===== src/scs_pkg.sv =====
// ----------------------------------------------------------------------------
// scs_pkg
// Shared types and constants for the SQL comment stripper.
// ----------------------------------------------------------------------------
package scs_pkg;

   localparam logic [7:0] CH_DASH   = 8'h2D;
   localparam logic [7:0] CH_SLASH  = 8'h2F;
   localparam logic [7:0] CH_STAR   = 8'h2A;
   localparam logic [7:0] CH_NL     = 8'h0A;
   localparam logic [7:0] CH_SQUOTE = 8'h27;
   localparam logic [7:0] CH_DQUOTE = 8'h22;
   localparam logic [7:0] CH_BSLASH = 8'h5C;

   localparam int QUEUE_DEPTH = 4;
   localparam int QPTR_W      = $clog2(QUEUE_DEPTH);
   localparam int QCNT_W      = $clog2(QUEUE_DEPTH + 1);

   typedef enum logic [9:0] {
      MODE_PLAIN  = 10'b00_0000_0001,
      MODE_DASH   = 10'b00_0000_0010,
      MODE_LINE   = 10'b00_0000_0100,
      MODE_SQ     = 10'b00_0000_1000,
      MODE_SQ_ESC = 10'b00_0001_0000,
      MODE_DQ     = 10'b00_0010_0000,
      MODE_DQ_ESC = 10'b00_0100_0000,
      MODE_SLASH  = 10'b00_1000_0000,
      MODE_BLOCK  = 10'b01_0000_0000,
      MODE_BSTAR  = 10'b10_0000_0000
   } scan_mode_type;

   typedef struct packed {
      logic [7:0] out_byte;
      logic       is_end;
      logic       last;
   } rsp_item_type;

   // up to two results from one input item, first in item0
   typedef struct packed {
      logic [1:0]   count;
      rsp_item_type item0;
      rsp_item_type item1;
   } result_pair_type;

endpackage


===== src/sql_comment_stripper.sv =====
// ----------------------------------------------------------------------------
// sql_comment_stripper
// Removes SQL line and block comments from a byte stream.
// ----------------------------------------------------------------------------
// Input channel req_*: one transfer per text byte (req_tuser = 0) or an end
// command (req_tuser = 1, req_tdata ignored). Output channel rsp_*: the kept
// bytes in order; an end command yields a held dash or slash, if any, then an
// end marker with rsp_tuser = 1 and rsp_tdata = 0. rsp_tlast marks the last
// result caused by one input transfer; an absorbed byte yields none.
// A result passes the input register, then scan decode into the result queue.
// Throughput: one input byte per cycle while the queue has room; output
// drains one item per cycle from a four-entry queue while rsp_tready is
// high. An input waits in the input register until the queue has room for
// a two-item pair, so req_tready drops only when the queue holds more than
// two items, i.e. after several two-result bytes or a stalled receiver.
// Reset clears the scan state to plain text and empties the queue and the
// input register. A receiver stall holds rsp_* stable and fills the queue,
// then backs pressure onto req_tready.
// ----------------------------------------------------------------------------
module sql_comment_stripper (
   input  logic       clock,
   input  logic       reset,
   input  logic       req_tvalid,
   output logic       req_tready,
   input  logic [7:0] req_tdata,   // [7:0] text_byte
   input  logic       req_tuser,   // [0] cmd
   output logic       rsp_tvalid,
   input  logic       rsp_tready,
   output logic [7:0] rsp_tdata,   // [7:0] out_byte
   output logic       rsp_tuser,   // [0] is_end
   output logic       rsp_tlast
);
   import scs_pkg::*;

   logic            in_valid_ff, in_valid_in;
   logic            in_cmd_ff;
   logic [7:0]      in_byte_ff;
   logic            accept, advance, room;
   result_pair_type pair;
   rsp_item_type    head;

   assign advance     = in_valid_ff && room;
   assign req_tready  = !in_valid_ff || advance;
   assign accept      = req_tvalid && req_tready;
   assign in_valid_in = accept || (in_valid_ff && !advance);

   always_ff @(posedge clock) begin
      if (reset) begin
         in_valid_ff <= 1'b0;
      end else begin
         in_valid_ff <= in_valid_in;
      end
   end

   always_ff @(posedge clock) begin
      if (accept) begin
         in_cmd_ff  <= req_tuser;
         in_byte_ff <= req_tdata;
      end
   end

   scs_scanner u_scanner (
      .clock     (clock),
      .reset     (reset),
      .step      (advance),
      .cmd       (in_cmd_ff),
      .text_byte (in_byte_ff),
      .result    (pair)
   );

   scs_out_queue u_queue (
      .clock     (clock),
      .reset     (reset),
      .push      (advance),
      .pair      (pair),
      .room      (room),
      .out_valid (rsp_tvalid),
      .out_ready (rsp_tready),
      .out_item  (head)
   );

   assign rsp_tdata = head.out_byte;
   assign rsp_tuser = head.is_end;
   assign rsp_tlast = head.last;

endmodule


===== src/scs_scanner.sv =====
// ----------------------------------------------------------------------------
// scs_scanner
// Scan state register and the per-byte decode that produces zero to two
// result items.
// ----------------------------------------------------------------------------
module scs_scanner (
   input  logic                     clock,
   input  logic                     reset,
   input  logic                     step,
   input  logic                     cmd,
   input  logic [7:0]               text_byte,
   output scs_pkg::result_pair_type result
);
   import scs_pkg::*;

   scan_mode_type mode_ff, mode_in;
   logic [1:0]    n;
   logic [7:0]    b0, b1;
   logic          end0, end1;

   always_comb begin
      mode_in = mode_ff;
      n       = 2'd0;
      b0      = text_byte;
      b1      = text_byte;
      end0    = 1'b0;
      end1    = 1'b0;
      if (cmd) begin
         mode_in = MODE_PLAIN;
         if (mode_ff == MODE_DASH || mode_ff == MODE_SLASH) begin
            n    = 2'd2;
            b0   = (mode_ff == MODE_DASH) ? CH_DASH : CH_SLASH;
            b1   = 8'h00;
            end1 = 1'b1;
         end else begin
            n    = 2'd1;
            b0   = 8'h00;
            end0 = 1'b1;
         end
      end else begin
         case (mode_ff)
            MODE_DASH: begin
               if (text_byte == CH_DASH) begin
                  mode_in = MODE_LINE;
               end else begin
                  mode_in = MODE_PLAIN;
                  n       = 2'd2;
                  b0      = CH_DASH;
               end
            end
            MODE_LINE: begin
               if (text_byte == CH_NL) begin
                  mode_in = MODE_PLAIN;
                  n       = 2'd1;
               end
            end
            MODE_SQ: begin
               n = 2'd1;
               if (text_byte == CH_NL || text_byte == CH_SQUOTE) begin
                  mode_in = MODE_PLAIN;
               end else if (text_byte == CH_BSLASH) begin
                  mode_in = MODE_SQ_ESC;
               end
            end
            MODE_SQ_ESC: begin
               n       = 2'd1;
               mode_in = MODE_SQ;
            end
            MODE_DQ: begin
               n = 2'd1;
               if (text_byte == CH_NL || text_byte == CH_DQUOTE) begin
                  mode_in = MODE_PLAIN;
               end else if (text_byte == CH_BSLASH) begin
                  mode_in = MODE_DQ_ESC;
               end
            end
            MODE_DQ_ESC: begin
               n       = 2'd1;
               mode_in = MODE_DQ;
            end
            MODE_SLASH: begin
               if (text_byte == CH_STAR) begin
                  mode_in = MODE_BLOCK;
               end else begin
                  mode_in = MODE_PLAIN;
                  n       = 2'd2;
                  b0      = CH_SLASH;
               end
            end
            MODE_BLOCK: begin
               if (text_byte == CH_STAR) begin
                  mode_in = MODE_BSTAR;
               end
            end
            MODE_BSTAR: begin
               if (text_byte == CH_STAR) begin
                  mode_in = MODE_BSTAR;
               end else if (text_byte == CH_SLASH) begin
                  mode_in = MODE_PLAIN;
               end else begin
                  mode_in = MODE_BLOCK;
               end
            end
            default: begin
               // plain text, also any stray code
               if (text_byte == CH_DASH) begin
                  mode_in = MODE_DASH;
               end else if (text_byte == CH_SLASH) begin
                  mode_in = MODE_SLASH;
               end else begin
                  n = 2'd1;
                  if (text_byte == CH_SQUOTE) begin
                     mode_in = MODE_SQ;
                  end else if (text_byte == CH_DQUOTE) begin
                     mode_in = MODE_DQ;
                  end else begin
                     mode_in = MODE_PLAIN;
                  end
               end
            end
         endcase
      end
   end

   always_comb begin
      result.count          = n;
      result.item0.out_byte = b0;
      result.item0.is_end   = end0;
      result.item0.last     = (n == 2'd1);
      result.item1.out_byte = b1;
      result.item1.is_end   = end1;
      result.item1.last     = 1'b1;
   end

   always_ff @(posedge clock) begin
      if (reset) begin
         mode_ff <= MODE_PLAIN;
      end else if (step) begin
         mode_ff <= mode_in;
      end
   end

   a_end_to_plain: assert property (@(posedge clock) disable iff (reset)
      step && cmd |=> mode_ff == MODE_PLAIN)
      else $error("end command did not return scanner to plain text");

   a_end_marker: assert property (@(posedge clock) disable iff (reset)
      cmd |-> (n == 2'd1 && end0) || (n == 2'd2 && end1 && !end0))
      else $error("end command without a single trailing end marker");

   a_two_only_from_hold: assert property (@(posedge clock) disable iff (reset)
      n == 2'd2 |-> mode_ff == MODE_DASH || mode_ff == MODE_SLASH)
      else $error("two results outside a held dash or slash");

endmodule


===== src/scs_out_queue.sv =====
// ----------------------------------------------------------------------------
// scs_out_queue
// Small result queue: takes up to two items a cycle, hands out one while out_ready is high.
// ----------------------------------------------------------------------------
module scs_out_queue (
   input  logic                     clock,
   input  logic                     reset,
   input  logic                     push,
   input  scs_pkg::result_pair_type pair,
   output logic                     room,
   output logic                     out_valid,
   input  logic                     out_ready,
   output scs_pkg::rsp_item_type    out_item
);
   import scs_pkg::*;

   rsp_item_type        mem [QUEUE_DEPTH];
   logic [QPTR_W-1:0]   wr_ptr_ff, wr_ptr_in, rd_ptr_ff, rd_ptr_in;
   logic [QCNT_W-1:0]   count_ff, count_in;
   logic [1:0]          push_n;
   logic                pop;

   assign push_n    = push ? pair.count : 2'd0;
   assign pop       = out_valid && out_ready;
   assign out_valid = (count_ff != '0);
   assign out_item  = mem[rd_ptr_ff];
   // space for a worst-case pair
   assign room      = (count_ff <= QCNT_W'(QUEUE_DEPTH - 2));

   assign wr_ptr_in = wr_ptr_ff + QPTR_W'(push_n);
   assign rd_ptr_in = rd_ptr_ff + QPTR_W'(pop);
   assign count_in  = count_ff + QCNT_W'(push_n) - QCNT_W'(pop);

   always_ff @(posedge clock) begin
      if (push_n != 2'd0) begin
         mem[wr_ptr_ff] <= pair.item0;
      end
      if (push_n == 2'd2) begin
         mem[wr_ptr_ff + QPTR_W'(1)] <= pair.item1;
      end
   end

   always_ff @(posedge clock) begin
      if (reset) begin
         wr_ptr_ff <= '0;
         rd_ptr_ff <= '0;
         count_ff  <= '0;
      end else begin
         wr_ptr_ff <= wr_ptr_in;
         rd_ptr_ff <= rd_ptr_in;
         count_ff  <= count_in;
      end
   end

   a_no_overflow: assert property (@(posedge clock) disable iff (reset)
      push |-> room)
      else $error("result queue written without room");

   a_count_bound: assert property (@(posedge clock) disable iff (reset)
      count_ff <= QCNT_W'(QUEUE_DEPTH))
      else $error("result queue count beyond depth");

   a_ptr_track: assert property (@(posedge clock) disable iff (reset)
      QPTR_W'(wr_ptr_ff - rd_ptr_ff) == QPTR_W'(count_ff))
      else $error("result queue pointers disagree with count");

endmodule


===== config.mk =====
export PLATFORM = sky130hd
export DESIGN_NAME = sql_comment_stripper
export DESIGN_NICKNAME = d
export VERILOG_FILES = /design/src/scs_pkg.sv /design/src/sql_comment_stripper.sv /design/src/scs_scanner.sv /design/src/scs_out_queue.sv
export SDC_FILE = /design/constraint.sdc
export NUM_CORES = 1
export LEC_CHECK = 0
export BUFFER_PORTS_ARGS = -buffer_cell sky130_fd_sc_hd__buf_2
export CORE_MARGIN = 2
export CORE_UTILIZATION = 61
export DETAILED_ROUTE_END_ITERATION = 10
export PLACE_DENSITY = 0.9
export SLEW_MARGIN = 20
export SYNTH_ARGS = -nofsm -noshare
export SYNTH_HDL_FRONTEND = slang
export SYNTH_SLANG_ARGS = --single-unit

===== constraint.sdc =====
create_clock -name clock -period 4.45 [get_ports clock]
set_clock_uncertainty 0.15 [all_clocks]
set_input_delay 0.89 -clock clock [delete_from_list [all_inputs] [get_ports clock]]
set_output_delay 0.89 -clock clock [all_outputs]
set_load 0.03 [all_outputs]

==> results.yml <==
global_routing:
  grt_overflow: 0
  grt_max_degree: 21
  antenna_found_initial: 0
  grt_pass1_wl_microns: 14400
  grt_pass1_vias: 2888
  grt_usage_pct: 29.2
critical_path:
  r2r_slack_ps: 950
  worstReg2RegStart: "u_scanner.mode_ff[4]"
  required_ps: 4280
  cp-start-kind: "flop"
  path_class: "reg -> reg"
  crit_family: "simple AND/OR/NAND/NOR gates"
  r2r_cells: 6
  critPathBufInv: 0
  cp_slowest_cell: "or4_1"
  cp-end-kind: "flop"
  path_cells: "or4_1 > or3_1 > o221ai_2 > nor4b_2 > a21o_1 > nor2_1"
  cp_num_cells: 6
  cp-startpoint: "u_scanner.mode_ff[4]"
  max_stage_delay_ps: 670
  cp_data_arrival_time_ps: 3330
  worstPathMaxFanout: 11
clocking:
  cts_resized: 0
  root_buffer: "clkbuf_8"
  cts_tree: "yes"
  hold_buffers: 0
  clk_latency_ps: 350
  cts.sinks: 67
  cts_buffer_depth: 2
  cts.htree.levels: 3
  cts_setup_buffers: 0
  cts_buffers: 9
  cts.clk_slew.worst_paths_ps: 70
routing:
  wl_per_cell_microns: 18.8
  drtIter0Drc: 321
  vias_per_cell: 6.46
  drc: 0
  wl_microns: 9050
  vias: 3112
  first_pass_iters: 5
  final_antenna_net_count: 0
layout:
  nNetsFinal: 421
  area_growth_pct: 9.45
  final_common_cell: "edfxtp_1"
  layout_common_cells: "edfxtp_1 (45), nor2_1 (44), nand2_1 (39), a21oi_1 (29), buf_2 (24)"
  final_util_pct: 69.3
  nFillCells: 456
  drive_above_1_share_pct: 15.5
  diodes: 0
logic_synthesis:
  netlist_area_sq_um: 3750
  synth_cells: 387
  synth-edff-count: 45
  yosys_most_used_dff: "edfxtp_1"
  synth_nets: 406
  yosysWarnings: 0
  yosysUniqueCellTypes: 53
  synthArstFlopShare_pct: 0
  syn_area_per_cell_sq_um: 9.68
  ys_seq_area_share_pct: 47.8
  synth_seq_cells: 67
placed_design:
  dp_worst_setup_slack_ps: 971
  io_buffers: 24
  gp_congestion: 1.06
  dp_hpwl_microns: 6740
sta:
  tightest_slew_ps: 783
  rsz0062_at_grt: "no"
  holdWs_ps: 320
  setup_ws_ps: 949
  fin_setup_tns_ps: 0
  finalSetupViolations: 0
  period_needed_ps: 3500
  relSlewSlack_pct: 47.6
  fmax_mhz: 286
  drv_slew: 0
  final.period_utilization_pct: 78.7
  final_hold_viol_count: 0
worst_hold_path:
  min_path_cells: 2
  min_from: "u_queue.mem[1][0]"
  hold_path_class: "reg -> reg"
floorplanning:
  die-area_sq_um: 6790
  row_count: 28
  initial_utilization_pct: 63.3
  core_area_sq_um: 5920
  die_w_microns: 82.4
  io-pin-count: 25
  die_h_microns: 82.4
outcome:
  outcome: "complete, no violations"
pwr:
  ir_drop_mv: 0.256
  leakage_nw: 1.44
  powerDensity_nw_per_um2: 441
job:
  drv_cap: 0
-- registers in the layout (all words and copies together), names as in the netlist --
register,cells
u_queue.count_ff,3
in_byte_ff,8
u_queue.mem,40
in_cmd_ff,1
u_queue.rd_ptr_ff,2
u_scanner.mode_ff,10
in_valid_ff,1
u_queue.wr_ptr_ff,2
-- kinds of logic (layout without fill, tap and decap cells) --
| logic type | count (synthesis) | count (layout) | share of synthesized area, % |
|---|---|---|---|
| adder cells (fa/ha/maj) | 6 | 6 | 2.20 |
| buffers and inverters | 37 | 57 | 3.91 |
| XOR/XNOR | 10 | 10 | 2.34 |
| flip-flops | 67 | 67 | 47.8 |
| AND/OR/NAND/NOR | 177 | 177 | 24.7 |
| AO/OA/AOI/OAI | 79 | 79 | 12.8 |
| multiplexers | 11 | 11 | 6.28 |
-- final timing paths --
path                       end
max          u_queue.mem[3][8]
min          u_queue.mem[1][0]
max reg2reg  u_queue.mem[3][8]
min reg2reg  u_queue.mem[1][0]
-- worst min-delay path: cells and delay by family, from the launching register on --
kind,cells,cell delay (ps)
buf+inv,1,60
compound gates,1,50
flops,1,310
-- synthesized netlist by cell type (2+ instances only) --
cell type	instances	area [sq um]
a211oi_1	3	22.5
a21o_1	3	22.5
a21oi_1	29	145
a22oi_1	3	22.5
a31oi_1	5	31.3
and2_1	5	31.3
and3_1	3	18.8
buf_2	4	20.0
clkbuf_1	15	56.3
clkbuf_2	2	10.0
dfxtp_1	22	440
edfxtp_1	45	1350
ha_1	5	62.6
inv_1	15	56.3
mux4_2	10	225
nand2_1	39	146
nand2b_1	6	37.5
nand3_1	13	65.1
nand4_1	6	37.5
nand4b_1	2	17.5
nor2_1	44	165
nor2b_1	7	43.8
nor3_1	14	70.1
nor4_1	9	56.3
o211ai_1	3	22.5
o21ai_0	19	95.1
o22ai_1	7	43.8
or2_2	2	12.5
or3_1	8	50.1
or3b_2	2	17.5
or4_1	5	37.5
or4b_1	2	20.0
or4b_2	2	20.0
xnor2_1	8	70.1
xor2_1	2	17.5
-- where the power goes --
| group | leakage, nW | total (mW) | internal (mW) | switching [mW] |
|---|---|---|---|---|
| Clock | 0.111 | 0.552 | 0.314 | 0.238 |
| Sequential | 0.573 | 0.803 | 0.727 | 0.0758 |
| Combinational | 0.753 | 0.455 | 0.189 | 0.266 |
-- layout make-up --
type | instances | area [sq um] | share of cell area [%]
inverters | 15 | 56.3 | 1.37
clock buffers | 9 | 124 | 3.02
multi-input cells | 283 | 1810 | 44.1
well taps | 75 | 93.8 | 2.29
repair buffers | 26 | 135 | 3.29
flip-flops and latches | 67 | 1790 | 43.7
clock inverters | 7 | 91.3 | 2.23
-- metal layers --
| layer | share of wire (%) | GRT usage (%) |
|---|---|---|
| met3 | 7.3 | 6.30 |
| met5 | 0 | 0 |
| met1 | 38 | 35.0 |
| met2 | 50 | 48.0 |
| met4 | 4.7 | 17.7 |
-- per-stage QoR --
stage          area [sq um]  cells  total power, mW
3_3_place_gp           3890    466             1.25
2_1_floorplan          3750    387             1.16
4_1_cts                4100    482             1.82
5_1_grt                4100    482             1.90
3_5_place_dp           3890    466             1.27
6_report               4100    482             1.81
Note: power is estimated with default switching activity, not from simulation.
